<file path="src/rtl/assert_macros.svh">
// Assertion helpers used by the parser RTL.
`ifndef ASSERT_MACROS_SVH
`define ASSERT_MACROS_SVH

// Clocked assertion that is switched off while reset is high.
`define IPO_ASSERT(lbl, clk, rst, prop, msg) \
   lbl: assert property (@(posedge clk) disable iff (rst) prop) else $error(msg);

// Clocked assertion that also holds while reset is high.
`define IPO_ASSERT_ALWAYS(lbl, clk, prop, msg) \
   lbl: assert property (@(posedge clk) prop) else $error(msg);

`endif

</file>
<file path="src/rtl/ipo_pkg.sv">
// ----------------------------------------------------------------------------
// ipo_pkg
// Types, constants and helper functions of the patch output-size checker.
// ----------------------------------------------------------------------------
package ipo_pkg;

   localparam int SIZE_W = 26;
   localparam int CMP_W  = 27;
   localparam logic [CMP_W-1:0] MAX_OUTPUT = 27'd33554432;
   localparam logic [23:0] EOF_MARK = 24'h454F46;
   localparam logic [2:0] HDR_LEN = 3'd5;

   typedef enum logic [5:0] {
      PH_HEADER  = 6'b000001,
      PH_RECORD  = 6'b000010,
      PH_SIZE    = 6'b000100,
      PH_RLE     = 6'b001000,
      PH_DATA    = 6'b010000,
      PH_TRAILER = 6'b100000
   } phase_type;

   typedef struct packed {
      logic [7:0] patch_byte;
      logic       last_byte;
   } item_type;

   typedef struct packed {
      logic              ok;
      logic [SIZE_W-1:0] output_size;
   } result_type;

   function automatic logic [7:0] hdr_char(input logic [2:0] idx);
      logic [7:0] c;
      case (idx)
         3'd0: c = 8'h50;
         3'd1: c = 8'h41;
         3'd2: c = 8'h54;
         3'd3: c = 8'h43;
         3'd4: c = 8'h48;
         default: c = 8'h00;
      endcase
      return c;
   endfunction

endpackage

</file>
<file path="src/rtl/ipo_in_stage.sv">
// ----------------------------------------------------------------------------
// ipo_in_stage
// Input register that holds one request until the parser takes it.
// ----------------------------------------------------------------------------
module ipo_in_stage (
   input  logic              clock,
   input  logic              reset,
   input  logic              req_tvalid,
   output logic              req_tready,
   input  logic [7:0]        req_tdata,
   input  logic              req_tlast,
   input  logic              take,
   output logic              item_valid,
   output ipo_pkg::item_type item
);
   import ipo_pkg::*;

   logic     valid_ff, valid_in;
   item_type item_ff, item_in;
   logic     accept;

   assign req_tready = !valid_ff || take;
   assign accept     = req_tvalid && req_tready;

   always_comb begin
      valid_in = valid_ff;
      item_in  = item_ff;
      if (accept) begin
         valid_in        = 1'b1;
         item_in.patch_byte = req_tdata;
         item_in.last_byte  = req_tlast;
      end else if (take) begin
         valid_in = 1'b0;
      end
   end

   always_ff @(posedge clock) begin
      if (reset) begin
         valid_ff <= 1'b0;
      end else begin
         valid_ff <= valid_in;
      end
      item_ff <= item_in;
   end

   assign item_valid = valid_ff;
   assign item       = item_ff;

endmodule

</file>
<file path="src/rtl/ipo_parser.sv">
// ----------------------------------------------------------------------------
// ipo_parser
// Parser state, size tracking and the result register.
// ----------------------------------------------------------------------------
`include "assert_macros.svh"

module ipo_parser (
   input  logic                clock,
   input  logic                reset,
   input  logic                csr_we,
   input  logic [25:0]         csr_wdata,
   input  logic                item_valid,
   input  ipo_pkg::item_type   item,
   output logic                take,
   input  logic                rsp_tready,
   output logic                rsp_valid,
   output ipo_pkg::result_type result
);
   import ipo_pkg::*;

   logic [SIZE_W-1:0] input_size_ff;
   phase_type         phase_ff, phase_in;
   logic [1:0]        fbc_ff, fbc_in;
   logic [23:0]       off_ff, off_in;
   logic [15:0]       size_ff, size_in;
   logic [15:0]       skip_ff, skip_in;
   logic [SIZE_W-1:0] max_end_ff, max_end_in;
   logic [23:0]       expl_ff, expl_in;
   logic [2:0]        tc_ff, tc_in;
   logic [2:0]        total_ff, total_in;
   logic              err_ff, err_in;
   logic              rsp_valid_ff, rsp_valid_in;
   result_type        result_ff, result_in;

   logic [SIZE_W-1:0] max_cur;
   logic [CMP_W-1:0]  rec_end;
   logic [23:0]       off_shift;
   logic [15:0]       size_shift;
   logic [15:0]       skip_dec;
   logic              finish;
   logic              last_take;

   assign take = item_valid && (!item.last_byte || !rsp_valid_ff || rsp_tready);
   assign last_take = take && item.last_byte;

   assign max_cur = (phase_ff == PH_HEADER && total_ff == 3'd0 && !err_ff)
                    ? input_size_ff : max_end_ff;
   assign rec_end    = CMP_W'(off_ff) + CMP_W'(size_ff);
   assign off_shift  = {off_ff[15:0], item.patch_byte};
   assign size_shift = {size_ff[7:0], item.patch_byte};
   assign skip_dec   = (skip_ff != 16'd0) ? skip_ff - 16'd1 : skip_ff;

   always_comb begin
      phase_in   = phase_ff;
      fbc_in     = fbc_ff;
      off_in     = off_ff;
      size_in    = size_ff;
      skip_in    = skip_ff;
      max_end_in = max_end_ff;
      expl_in    = expl_ff;
      tc_in      = tc_ff;
      total_in   = total_ff;
      err_in     = err_ff;
      finish     = 1'b0;
      rsp_valid_in = rsp_valid_ff;
      result_in    = result_ff;
      if (rsp_tready) begin
         rsp_valid_in = 1'b0;
      end
      if (take) begin
         max_end_in = max_cur;
         if (!err_ff) begin
            case (phase_ff)
               PH_HEADER: begin
                  if (total_ff >= HDR_LEN || item.patch_byte != hdr_char(total_ff)) begin
                     err_in = 1'b1;
                  end else begin
                     total_in = total_ff + 3'd1;
                     if (total_ff == HDR_LEN - 3'd1) begin
                        phase_in = PH_RECORD;
                        fbc_in   = 2'd0;
                        off_in   = 24'd0;
                     end
                  end
               end
               PH_RECORD: begin
                  off_in = off_shift;
                  if (fbc_ff >= 2'd2) begin
                     fbc_in = 2'd0;
                     if (off_shift == EOF_MARK) begin
                        phase_in = PH_TRAILER;
                        tc_in    = 3'd0;
                        expl_in  = 24'd0;
                     end else begin
                        phase_in = PH_SIZE;
                        size_in  = 16'd0;
                     end
                  end else begin
                     fbc_in = fbc_ff + 2'd1;
                  end
               end
               PH_SIZE: begin
                  size_in = size_shift;
                  if (fbc_ff >= 2'd1) begin
                     fbc_in = 2'd0;
                     if (size_shift == 16'd0) begin
                        phase_in = PH_RLE;
                     end else begin
                        phase_in = PH_DATA;
                        skip_in  = size_shift;
                     end
                  end else begin
                     fbc_in = fbc_ff + 2'd1;
                  end
               end
               PH_RLE: begin
                  if (fbc_ff < 2'd2) begin
                     size_in = size_shift;
                     fbc_in  = fbc_ff + 2'd1;
                  end else begin
                     finish = 1'b1;
                  end
               end
               PH_DATA: begin
                  skip_in = skip_dec;
                  if (skip_dec == 16'd0) begin
                     finish = 1'b1;
                  end
               end
               PH_TRAILER: begin
                  if (tc_ff < 3'd3) begin
                     expl_in = {expl_ff[15:0], item.patch_byte};
                  end
                  if (tc_ff < 3'd4) begin
                     tc_in = tc_ff + 3'd1;
                  end
               end
               default: begin
                  err_in = 1'b1;
               end
            endcase
            if (finish) begin
               if (rec_end > MAX_OUTPUT) begin
                  err_in = 1'b1;
               end else if (rec_end > CMP_W'(max_cur)) begin
                  max_end_in = rec_end[SIZE_W-1:0];
               end
               phase_in = PH_RECORD;
               fbc_in   = 2'd0;
               off_in   = 24'd0;
            end
         end
         if (item.last_byte) begin
            result_in.ok          = 1'b0;
            result_in.output_size = '0;
            if (!err_in && phase_in == PH_TRAILER) begin
               if (tc_in == 3'd0 && CMP_W'(max_end_in) <= MAX_OUTPUT) begin
                  result_in.ok          = 1'b1;
                  result_in.output_size = max_end_in;
               end else if (tc_in == 3'd3 && CMP_W'(expl_in) <= MAX_OUTPUT) begin
                  result_in.ok          = 1'b1;
                  result_in.output_size = SIZE_W'(expl_in);
               end
            end
            rsp_valid_in = 1'b1;
            phase_in   = PH_HEADER;
            fbc_in     = 2'd0;
            off_in     = 24'd0;
            size_in    = 16'd0;
            skip_in    = 16'd0;
            expl_in    = 24'd0;
            tc_in      = 3'd0;
            total_in   = 3'd0;
            err_in     = 1'b0;
            max_end_in = input_size_ff;
         end
      end
   end

   always_ff @(posedge clock) begin
      if (reset) begin
         input_size_ff <= '0;
         phase_ff      <= PH_HEADER;
         fbc_ff        <= 2'd0;
         off_ff        <= 24'd0;
         size_ff       <= 16'd0;
         skip_ff       <= 16'd0;
         max_end_ff    <= '0;
         expl_ff       <= 24'd0;
         tc_ff         <= 3'd0;
         total_ff      <= 3'd0;
         err_ff        <= 1'b0;
         rsp_valid_ff  <= 1'b0;
      end else begin
         if (csr_we) begin
            input_size_ff <= csr_wdata;
         end
         phase_ff     <= phase_in;
         fbc_ff       <= fbc_in;
         off_ff       <= off_in;
         size_ff      <= size_in;
         skip_ff      <= skip_in;
         max_end_ff   <= max_end_in;
         expl_ff      <= expl_in;
         tc_ff        <= tc_in;
         total_ff     <= total_in;
         err_ff       <= err_in;
         rsp_valid_ff <= rsp_valid_in;
      end
      result_ff <= result_in;
   end

   assign rsp_valid = rsp_valid_ff;
   assign result    = result_ff;

   `IPO_ASSERT(a_last_gives_result, clock, reset, last_take |=> rsp_valid_ff, "final byte gave no result")
   `IPO_ASSERT(a_bad_size_zero, clock, reset, (rsp_valid_ff && !result_ff.ok) |-> (result_ff.output_size == '0), "failed result with nonzero size")
   `IPO_ASSERT(a_ok_in_range, clock, reset, (rsp_valid_ff && result_ff.ok) |-> (CMP_W'(result_ff.output_size) <= MAX_OUTPUT), "size above limit reported ok")
   `IPO_ASSERT(a_rearm, clock, reset, last_take |=> (phase_ff == PH_HEADER && total_ff == 3'd0 && !err_ff), "parser did not re-arm after final byte")

endmodule

</file>
<file path="src/rtl/ips_patch_output_size.sv">
// ----------------------------------------------------------------------------
// ips_patch_output_size
// Patch file parser that reports the resulting image size.
// ----------------------------------------------------------------------------
// The block takes one patch byte per clock cycle, back to back, and every byte
// is a request on the req_ channel with tlast on the final byte of the file.
// Each byte passes an input register and then updates the parser state, so
// the sustained rate is one byte per cycle unless intake pauses; the result
// is held on rsp_ in an output register until it is taken. Intake pauses
// only when a final byte finds the previous result still waiting. The user
// must write input_size through csr_ only while no file is in flight (the
// block does not enforce this); it is sampled on the first byte of a file.
module ips_patch_output_size (
   input  logic        clock,
   input  logic        reset,
   input  logic        csr_we,
   input  logic [25:0] csr_wdata,
   input  logic        req_tvalid,
   output logic        req_tready,
   input  logic [7:0]  req_tdata,   // [7:0] patch_byte
   input  logic        req_tlast,
   output logic        rsp_tvalid,
   input  logic        rsp_tready,
   output logic [31:0] rsp_tdata,   // [25:0] output_size, [31:26] zero
   output logic        rsp_tuser    // [0] ok
);
   import ipo_pkg::*;

   logic       item_valid;
   item_type   item;
   logic       take;
   result_type result;

   ipo_in_stage u_in_stage (
      .clock      (clock),
      .reset      (reset),
      .req_tvalid (req_tvalid),
      .req_tready (req_tready),
      .req_tdata  (req_tdata),
      .req_tlast  (req_tlast),
      .take       (take),
      .item_valid (item_valid),
      .item       (item)
   );

   ipo_parser u_parser (
      .clock      (clock),
      .reset      (reset),
      .csr_we     (csr_we),
      .csr_wdata  (csr_wdata),
      .item_valid (item_valid),
      .item       (item),
      .take       (take),
      .rsp_tready (rsp_tready),
      .rsp_valid  (rsp_tvalid),
      .result     (result)
   );

   assign rsp_tdata = {(32 - SIZE_W)'(0), result.output_size};
   assign rsp_tuser = result.ok;

endmodule

</file>
<file path="config.mk">
export PLATFORM = sky130hd
export DESIGN_NAME = ips_patch_output_size
export DESIGN_NICKNAME = d
export VERILOG_FILES = /design/src/rtl/ipo_pkg.sv /design/src/rtl/ipo_in_stage.sv /design/src/rtl/ipo_parser.sv /design/src/rtl/ips_patch_output_size.sv
export VERILOG_INCLUDE_DIRS = /design/src /design/src/rtl
export SDC_FILE = /design/constraint.sdc
export NUM_CORES = 1
export LEC_CHECK = 0
export ABC_CLOCK_PERIOD_IN_PS = 10140
export BUFFER_PORTS_ARGS = -buffer_cell sky130_fd_sc_hd__buf_2
export CAP_MARGIN = 20
export CORE_MARGIN = 10
export CORE_UTILIZATION = 60
export DETAILED_ROUTE_END_ITERATION = 8
export GPL_TIMING_DRIVEN = 0
export MAX_ROUTING_LAYER = met4
export PLACE_DENSITY = 0.77
export SYNTH_ARGS = -nofsm -noshare
export SYNTH_HDL_FRONTEND = slang
export SYNTH_SLANG_ARGS = --single-unit
</file>
<file path="constraint.sdc">
create_clock -name clock -period 10.14 [get_ports clock]
set_clock_uncertainty 0.2 [all_clocks]
set_input_delay 1.014 -clock clock [delete_from_list [all_inputs] [get_ports clock]]
set_output_delay 1.014 -clock clock [all_outputs]
set_load 0.01 [all_outputs]
</file>
* Word level (Yosys, flattened, before mapping)
Index checks and enable logic that the tools add are counted.
** Word-level totals
- Memory bits (writable) :: 0
- Flip-flop bits (word level) :: 185
- Bits in read-only memories :: 0
- Input port bits :: 40
- Latch bits :: 0
- Memories kept :: 0
- Output and inout port bits :: 35
** Operators by class
- Mux-type cells :: 85
- $lt $le $gt $ge :: 9
- Div/mod/pow operators :: 0
- Reduce and logical (&&, ||, !) cells :: 33
- Shift operators :: 0
- Bitwise logic cells :: 0
- $add $sub $neg :: 5
- $mul :: 0
- Equal/unequal tests :: 24
** Operator list (number)
- two-way mux 24 bit :: 10
- two-way mux 26 bit :: 7
- two-way mux 16 bit :: 10
- case mux 24 bit (2 select lines) :: 2
- two-way mux 27 bit :: 2
- two-way mux 6 bit :: 9
- case mux 16 bit (3 select lines) :: 1
- case mux 7 bit (5 select lines) :: 1
- logical NOT 16 bit :: 2
- case mux 16 bit (2 select lines) :: 1
- two-way mux 3 bit :: 10
- greater-than comparator 27 x 26 -> 1 bit :: 1
- greater-than comparator 27 x 26 -> 1 bit (second input constant) :: 1
- less-or-equal comparator 26 bit (second input constant) :: 1
- adder 24 x 16 -> 25 bit :: 1
- == test 24 x 23 -> 1 bit (second input constant) :: 1
- two-way mux 8 bit :: 3
- case mux 6 bit (3 select lines) :: 1
- two-way mux 2 bit :: 8
- nonzero test 16 bit :: 1
- subtractor 16 x 1 -> 16 bit (second input constant) :: 1
- two-way mux 1 bit :: 15
- == test 6 bit (second input constant) :: 2
- AND reduction 6 bit :: 2
- other kinds (38) :: 63

* Depth between registers and ports, before layout
- Word-level depth :: 15
- Depth in mapped cells :: 20
- Mapped depth without buffers :: 18

* Cells and area by module
From an unflattened synthesis, not the netlist that was laid out.
** Unflattened totals
- Cell total of the unflattened synthesis :: 1349
- Area total of the unflattened synthesis :: 11224.5 um2
** By module, submodules not included
- ipo_parser :: area each 10850.4 um2, instances 1, sequential area each 3773.6 um2, cells each 1328
- ipo_in_stage :: area each 325.3 um2, instances 1, sequential area each 290.3 um2, cells each 14
- ips_patch_output_size :: area each 48.8 um2, instances 1, sequential area each 0.0 um2, cells each 7

* Least setup slack after synthesis
OpenSTA, ideal clock, no wires.
- Kind :: register -> register
- Start :: register u_parser.total_ff[0]
- End :: register u_parser.result_ff, in the netlist u_parser.result[10] (data pin)
- Arrival time :: 4594 ps
- Buffers on the path :: 5
- Path slack :: 5087 ps
- Required time :: 9681 ps
- Clock period less this slack :: 5053 ps
- Cell stages (with the launch flop) :: 21
- Library setup time :: 259 ps
- Cell sequence :: dfxtp_1 -> inv_1 -> ha_1 -> nor3b_1 -> nand4b_1 -> buf_2 -> buf_1 -> buf_1 -> mux2_2 -> inv_1 -> ha_1 -> a21oi_1 -> nand2_1 -> a221o_1 -> a221oi_1 -> a31oi_1 -> nand3_1 -> buf_2 -> buf_4 -> mux2i_1 -> o2bb2ai_1
** Between the ends
- Word-level cells in the longest chain between the ends :: 15
- Elaborated cells on any way between the ends :: 39
- Those cells by class :: order compare (3); eq/ne (6); mux (23); reduce/logical (7)
** RTL lines
- start, declared :: RTL line ipo_parser.sv:30 : logic [2:0] total_ff, total_in;
- start signal, assigned :: RTL line ipo_parser.sv:206 : total_ff <= total_in;
- branches (longest 15 deep; another with greater-than comparator 27 x 26 -> 1 bit)
- end signal, assigned :: RTL line ipo_parser.sv:210 : result_ff <= result_in;
- end, declared :: RTL line ipo_parser.sv:33 : result_type result_ff, result_in;
Parallel ways; which one is timed is not known. The select of a mux whose other input is x is not followed.
A chain may end at the register's enable or synchronous reset.

* Worst setup path in the final report
- Start :: register u_parser.total_ff[0]
- End :: register u_parser.result_ff, in the netlist u_parser.result[18] (data pin)
The elaborated chain is that of the path after synthesis.

==> results.py <==
metrics = {
    "cts": {
        "cts-buffers-inserted": 17,
        "worstSkewPairLatency_ns": 0.45,
        "clock-sinks": 185,
        "cts_max_path_buffers": 2,
        "cts.repair.resized": 0,
        "cts-hold-fix-buffers": 0,
        "post-cts-setup-buffer-count": 0,
        "clkTransAtPathRegs_ns": 0.07,
        "cts_tree": "done",
        "cts.htree.levels": 4,
        "root_buffer": "sky130_fd_sc_hd__clkbuf_16",
    },
    "power": {
        "power_density_mw_per_mm2": 134,
        "vdd_ir_drop_max_mv": 0.120,
        "power_leakage_nw": 4.89,
    },
    "sta": {
        "fmax_mhz": 140,
        "final-max-slew-violation-count": 0,
        "timing.setup.tns_ns": 0,
        "maxSlewHeadroom": 0.222,
        "worst_pin_slew_ns": 1.16,
        "holdWs_ns": 0.271,
        "report.final.hold_viol_count": 0,
        "min_period_over_period": 0.703,
        "setup_viol": 0,
        "finalCriticalPeriod_ns": 7.13,
        "grt_setup_unrepaired": "false",
        "final.setup.worst_slack_ns": 3.01,
    },
    "flow_run": {
        "max_cap_viol_count": 0,
    },
    "worst_setup_path": {
        "required_ns": 10.12,
        "criticalPathCategory": "flop to flop",
        "crit_slowest_cell": "sky130_fd_sc_hd__a31oi_1",
        "cp_cell_sequence": "inv_1, ha_1, nor3b_1, nand4b_1, buf_2, buf_1, buf_1, mux2_2, inv_1, ha_1, nand4_1, nor4_1, and3_1, o221ai_1, a31oi_1, and3_1, buf_2, mux2i_1, o2bb2ai_1",
        "crit_path_start_kind": "flop",
        "cp.arrival_ns": 7.11,
        "crit_buf_inv": 6,
        "crit_path_max_incr_delay_ns": 0.84,
        "cpLargestDelayFamily": "simple AND/OR/NAND/NOR gates",
        "worstPathMaxFanout": 10,
        "crit_path_end_kind": "flop",
    },
    "yosys": {
        "synthAdderAreaFrac": 0.0602,
        "basic_gate_share_of_the_synthesized_area_counting_and_or_nand_and_nor_cells": 0.211,
        "postSynthRegisterBits": 185,
        "synth_warnings": 0,
        "synth.distinct_cells": 85,
        "cell_count_after_synthesis": 1357,
        "post_synth_instance_area_mm2": 0.0111,
        "mean_area_per_synthesized_cell_um2": 8.21,
        "most_frequently_used_flop_master_after_synthesis": "sky130_fd_sc_hd__dfxtp_1",
        "synth-edff-count": 36,
        "yosysSeqAreaShare": 0.365,
        "synth_top_cell_by_area": "sky130_fd_sc_hd__dfxtp_1",
        "complex_gate_fraction_of_the_synthesized_area": 0.222,
        "postSynth.asyncResetShare": 0,
        "synth.area.top_cells": "sky130_fd_sc_hd__dfxtp_1 (27%), sky130_fd_sc_hd__edfxtp_1 (9.7%), sky130_fd_sc_hd__ha_1 (5.8%)",
        "muxShareOfSynthArea": 0.0693,
        "synth_top_family_by_area": "compound AO/OA/AOI/OAI gates",
        "synth_top_cell_area_share": 0.268,
        "yosys.area_share.xor_xnor": 0.0212,
    },
    "grt": {
        "maximum_number_of_pins_on_one_net_before_global_route_repair": 32,
        "grt-ovfl-total": 0,
        "first_pass_grt_wire_length_um": 57600,
        "grt_antenna_before_repair": 0,
        "grt_pass1_vias": 10300,
        "global_route.usage.total": 0.312,
    },
    "routing": {
        "drt_pass_1_iters": 5,
        "wl_um": 37800,
        "drt-initial-drc-count": 1327,
        "post-route-drc-count": 0,
        "vias": 11000,
        "wl_per_cell_um": 22.3,
        "topRoutingLayerUsed": "met4",
        "dr_wl_met2_um": 16300,
        "route.met3.wl_um": 4340,
        "vias_per_cell": 6.52,
        "wl_met1_um": 15700,
        "ant_nets": 0,
    },
    "layout": {
        "finish.net_count": 1545,
        "syn2layout_area_growth_pct": 11.5,
        "postLayoutCoreUtil": 0.686,
        "filler_cell_count": 1502,
        "final_cells": 1694,
        "post_route_cells_drive_above_1_share": 0.100,
        "diodes_inserted": 0,
    },
    "floorplanning": {
        "rows": 49,
        "area_inside_the_core_boundary_mm2": 0.0181,
        "num_io_pins": 75,
        "floorplan.initialDensity": 0.616,
        "die_h_um": 156,
        "die_w_um": 156,
        "design.die.area_mm2": 0.0244,
    },
    "place": {
        "place.detailed.instances": 1661,
        "preCtsSetupSlack_ns": 3.33,
        "place.port_buffers": 67,
        "place_hpwl_um": 28800,
        "globalplace.congestion": 1.00,
    },
    "hold_path": {
        "min_path_type": "flop to flop",
    },
    "outcome": {
        "run_status": "complete, no violations",
    },
}
[cell type report]
class / count / area, µm² / share of cell area
Buffer: 97 / 410 / 0.0331
Sequential cell: 185 / 4060 / 0.327
Timing Repair Buffer: 71 / 360 / 0.0290
Inverter: 41 / 154 / 0.0124
Clock buffer: 20 / 437 / 0.0352
Clock inverter: 12 / 166 / 0.0134
Tap cell: 229 / 287 / 0.0231
Multi-Input combinational cell: 1039 / 6530 / 0.526
[cell usage in the layout, fill, tap and decap left out, drive strengths merged, types with 5 or more instances in the layout]
| cell type | synthesis | routed |
|---|---|---|
| dfxtp | 149 | 149 |
| nand2 | 136 | 136 |
| nor2 | 134 | 134 |
| a21oi | 122 | 122 |
| clkbuf | 77 | 97 |
| buf | 20 | 91 |
| o21ai | 90 | 90 |
| mux2i | 58 | 58 |
| ha | 52 | 52 |
| nand3 | 49 | 49 |
| nor3 | 48 | 48 |
| inv | 40 | 43 |
| edfxtp | 36 | 36 |
| a31oi | 33 | 33 |
| a22oi | 31 | 31 |
| and3 | 27 | 27 |
| o2bb2ai | 22 | 22 |
| nor4 | 21 | 21 |
| xnor2 | 17 | 17 |
| mux2 | 17 | 17 |
| nand4 | 13 | 13 |
| a211oi | 12 | 12 |
| xor2 | 10 | 10 |
| and2 | 9 | 9 |
| o211ai | 8 | 8 |
| or3 | 7 | 7 |
| nand3b | 7 | 7 |
| o21a | 6 | 6 |
| a21o | 6 | 6 |
| nor3b | 6 | 6 |
| or4 | 6 | 6 |
| o31ai | 6 | 6 |
| conb | 1 | 6 |
| o22ai | 6 | 6 |
| or2 | 5 | 5 |
[tightest hold or removal path, stage by stage (launching register included)]
cell and delay (ns):
sky130_fd_sc_hd__dfxtp_1 0.32, sky130_fd_sc_hd__nand2_1 0.05, sky130_fd_sc_hd__a21oi_1 0.05
[power by group]
group	switching, mW	total, mW	internal [mW]
Sequential	0.0176	0.779	0.762
Clock	0.307	0.699	0.392
Combinational	0.123	0.184	0.0601
[synth_stat cells (all sizes together), types with 4 or more instances]
cell and instances:
o31ai 6, mux2 17, buf 20, clkbuf 77
nand4 13, nor3 48, nor2 134, nor2b 4
xor2 10, or3 7, inv 40, a21oi 122
dfxtp 149, edfxtp 36, nor4 21, a22oi 31
o211ai 8, a221oi 4, o21ai 90, a2111oi 4
xnor2 17, and2 9, nand2 136, a31oi 33
nand3b 7, and4 4, o2bb2ai 22, a211oi 12
nor3b 6, mux2i 58, a21o 6, or4 6
o22ai 6, and3 27, ha 52, or2 5
nand3 49, o21a 6
[per-stage QoR]
step / instance area, µm² / power (mW)
6_report: 12400 / 1.66
5_1_grt: 12400 / 1.70
4_1_cts: 12400 / 1.65
3_5_place_dp: 11800 / 0.971
3_3_place_gp: 11800 / 0.968
2_1_floorplan: 11200 / 0.907
[worst paths after layout]
check / from / end / slack [ns] / depth (start not counted)
worst min register to register: u_parser.size_ff[9] / u_parser.size_ff[9] / 0.27 / 2
worst max register to register: u_parser.total_ff[0] / u_parser.result[18] / 3.01 / 19
worst min-delay path: u_parser.size_ff[9] / u_parser.size_ff[9] / 0.27 / 2
worst max-delay path: u_parser.total_ff[0] / u_parser.result[18] / 3.01 / 19
[sequential cells by signal, summed over array words and instances, names as in the netlist, 6 cells and up]
| register | count |
|---|---|
| u_in_stage.item | 9 |
| u_parser.expl_ff | 24 |
| u_parser.result | 27 |
| u_parser.skip_ff | 16 |
| u_parser.input_size_ff | 26 |
| u_parser.max_end_ff | 26 |
| u_parser.size_ff | 16 |
| u_parser.phase_ff | 6 |
| u_parser.off_ff | 24 |
[metal layers]
| layer | track usage | up-vias |
|---|---|---|
| met5 | - | - |
| met2 | 0.449 | 653 |
| met3 | 0.0853 | 104 |
| met4 | 0.137 | 0 |
| li1 | - | 5164 |
| met1 | 0.404 | 5121 |
[cell families (layout without fill, tap and decap cells)]
logic type / count (synthesis) / in the layout
xor+xnor: 27 / 27
simple gates: 489 / 489
other cells: 1 / 6
buf+inv: 138 / 241
compound gates: 389 / 389
flops: 185 / 185
mux: 75 / 75
fa+ha+maj: 53 / 53
No activity file was read; power rests on OpenSTA's default activity.
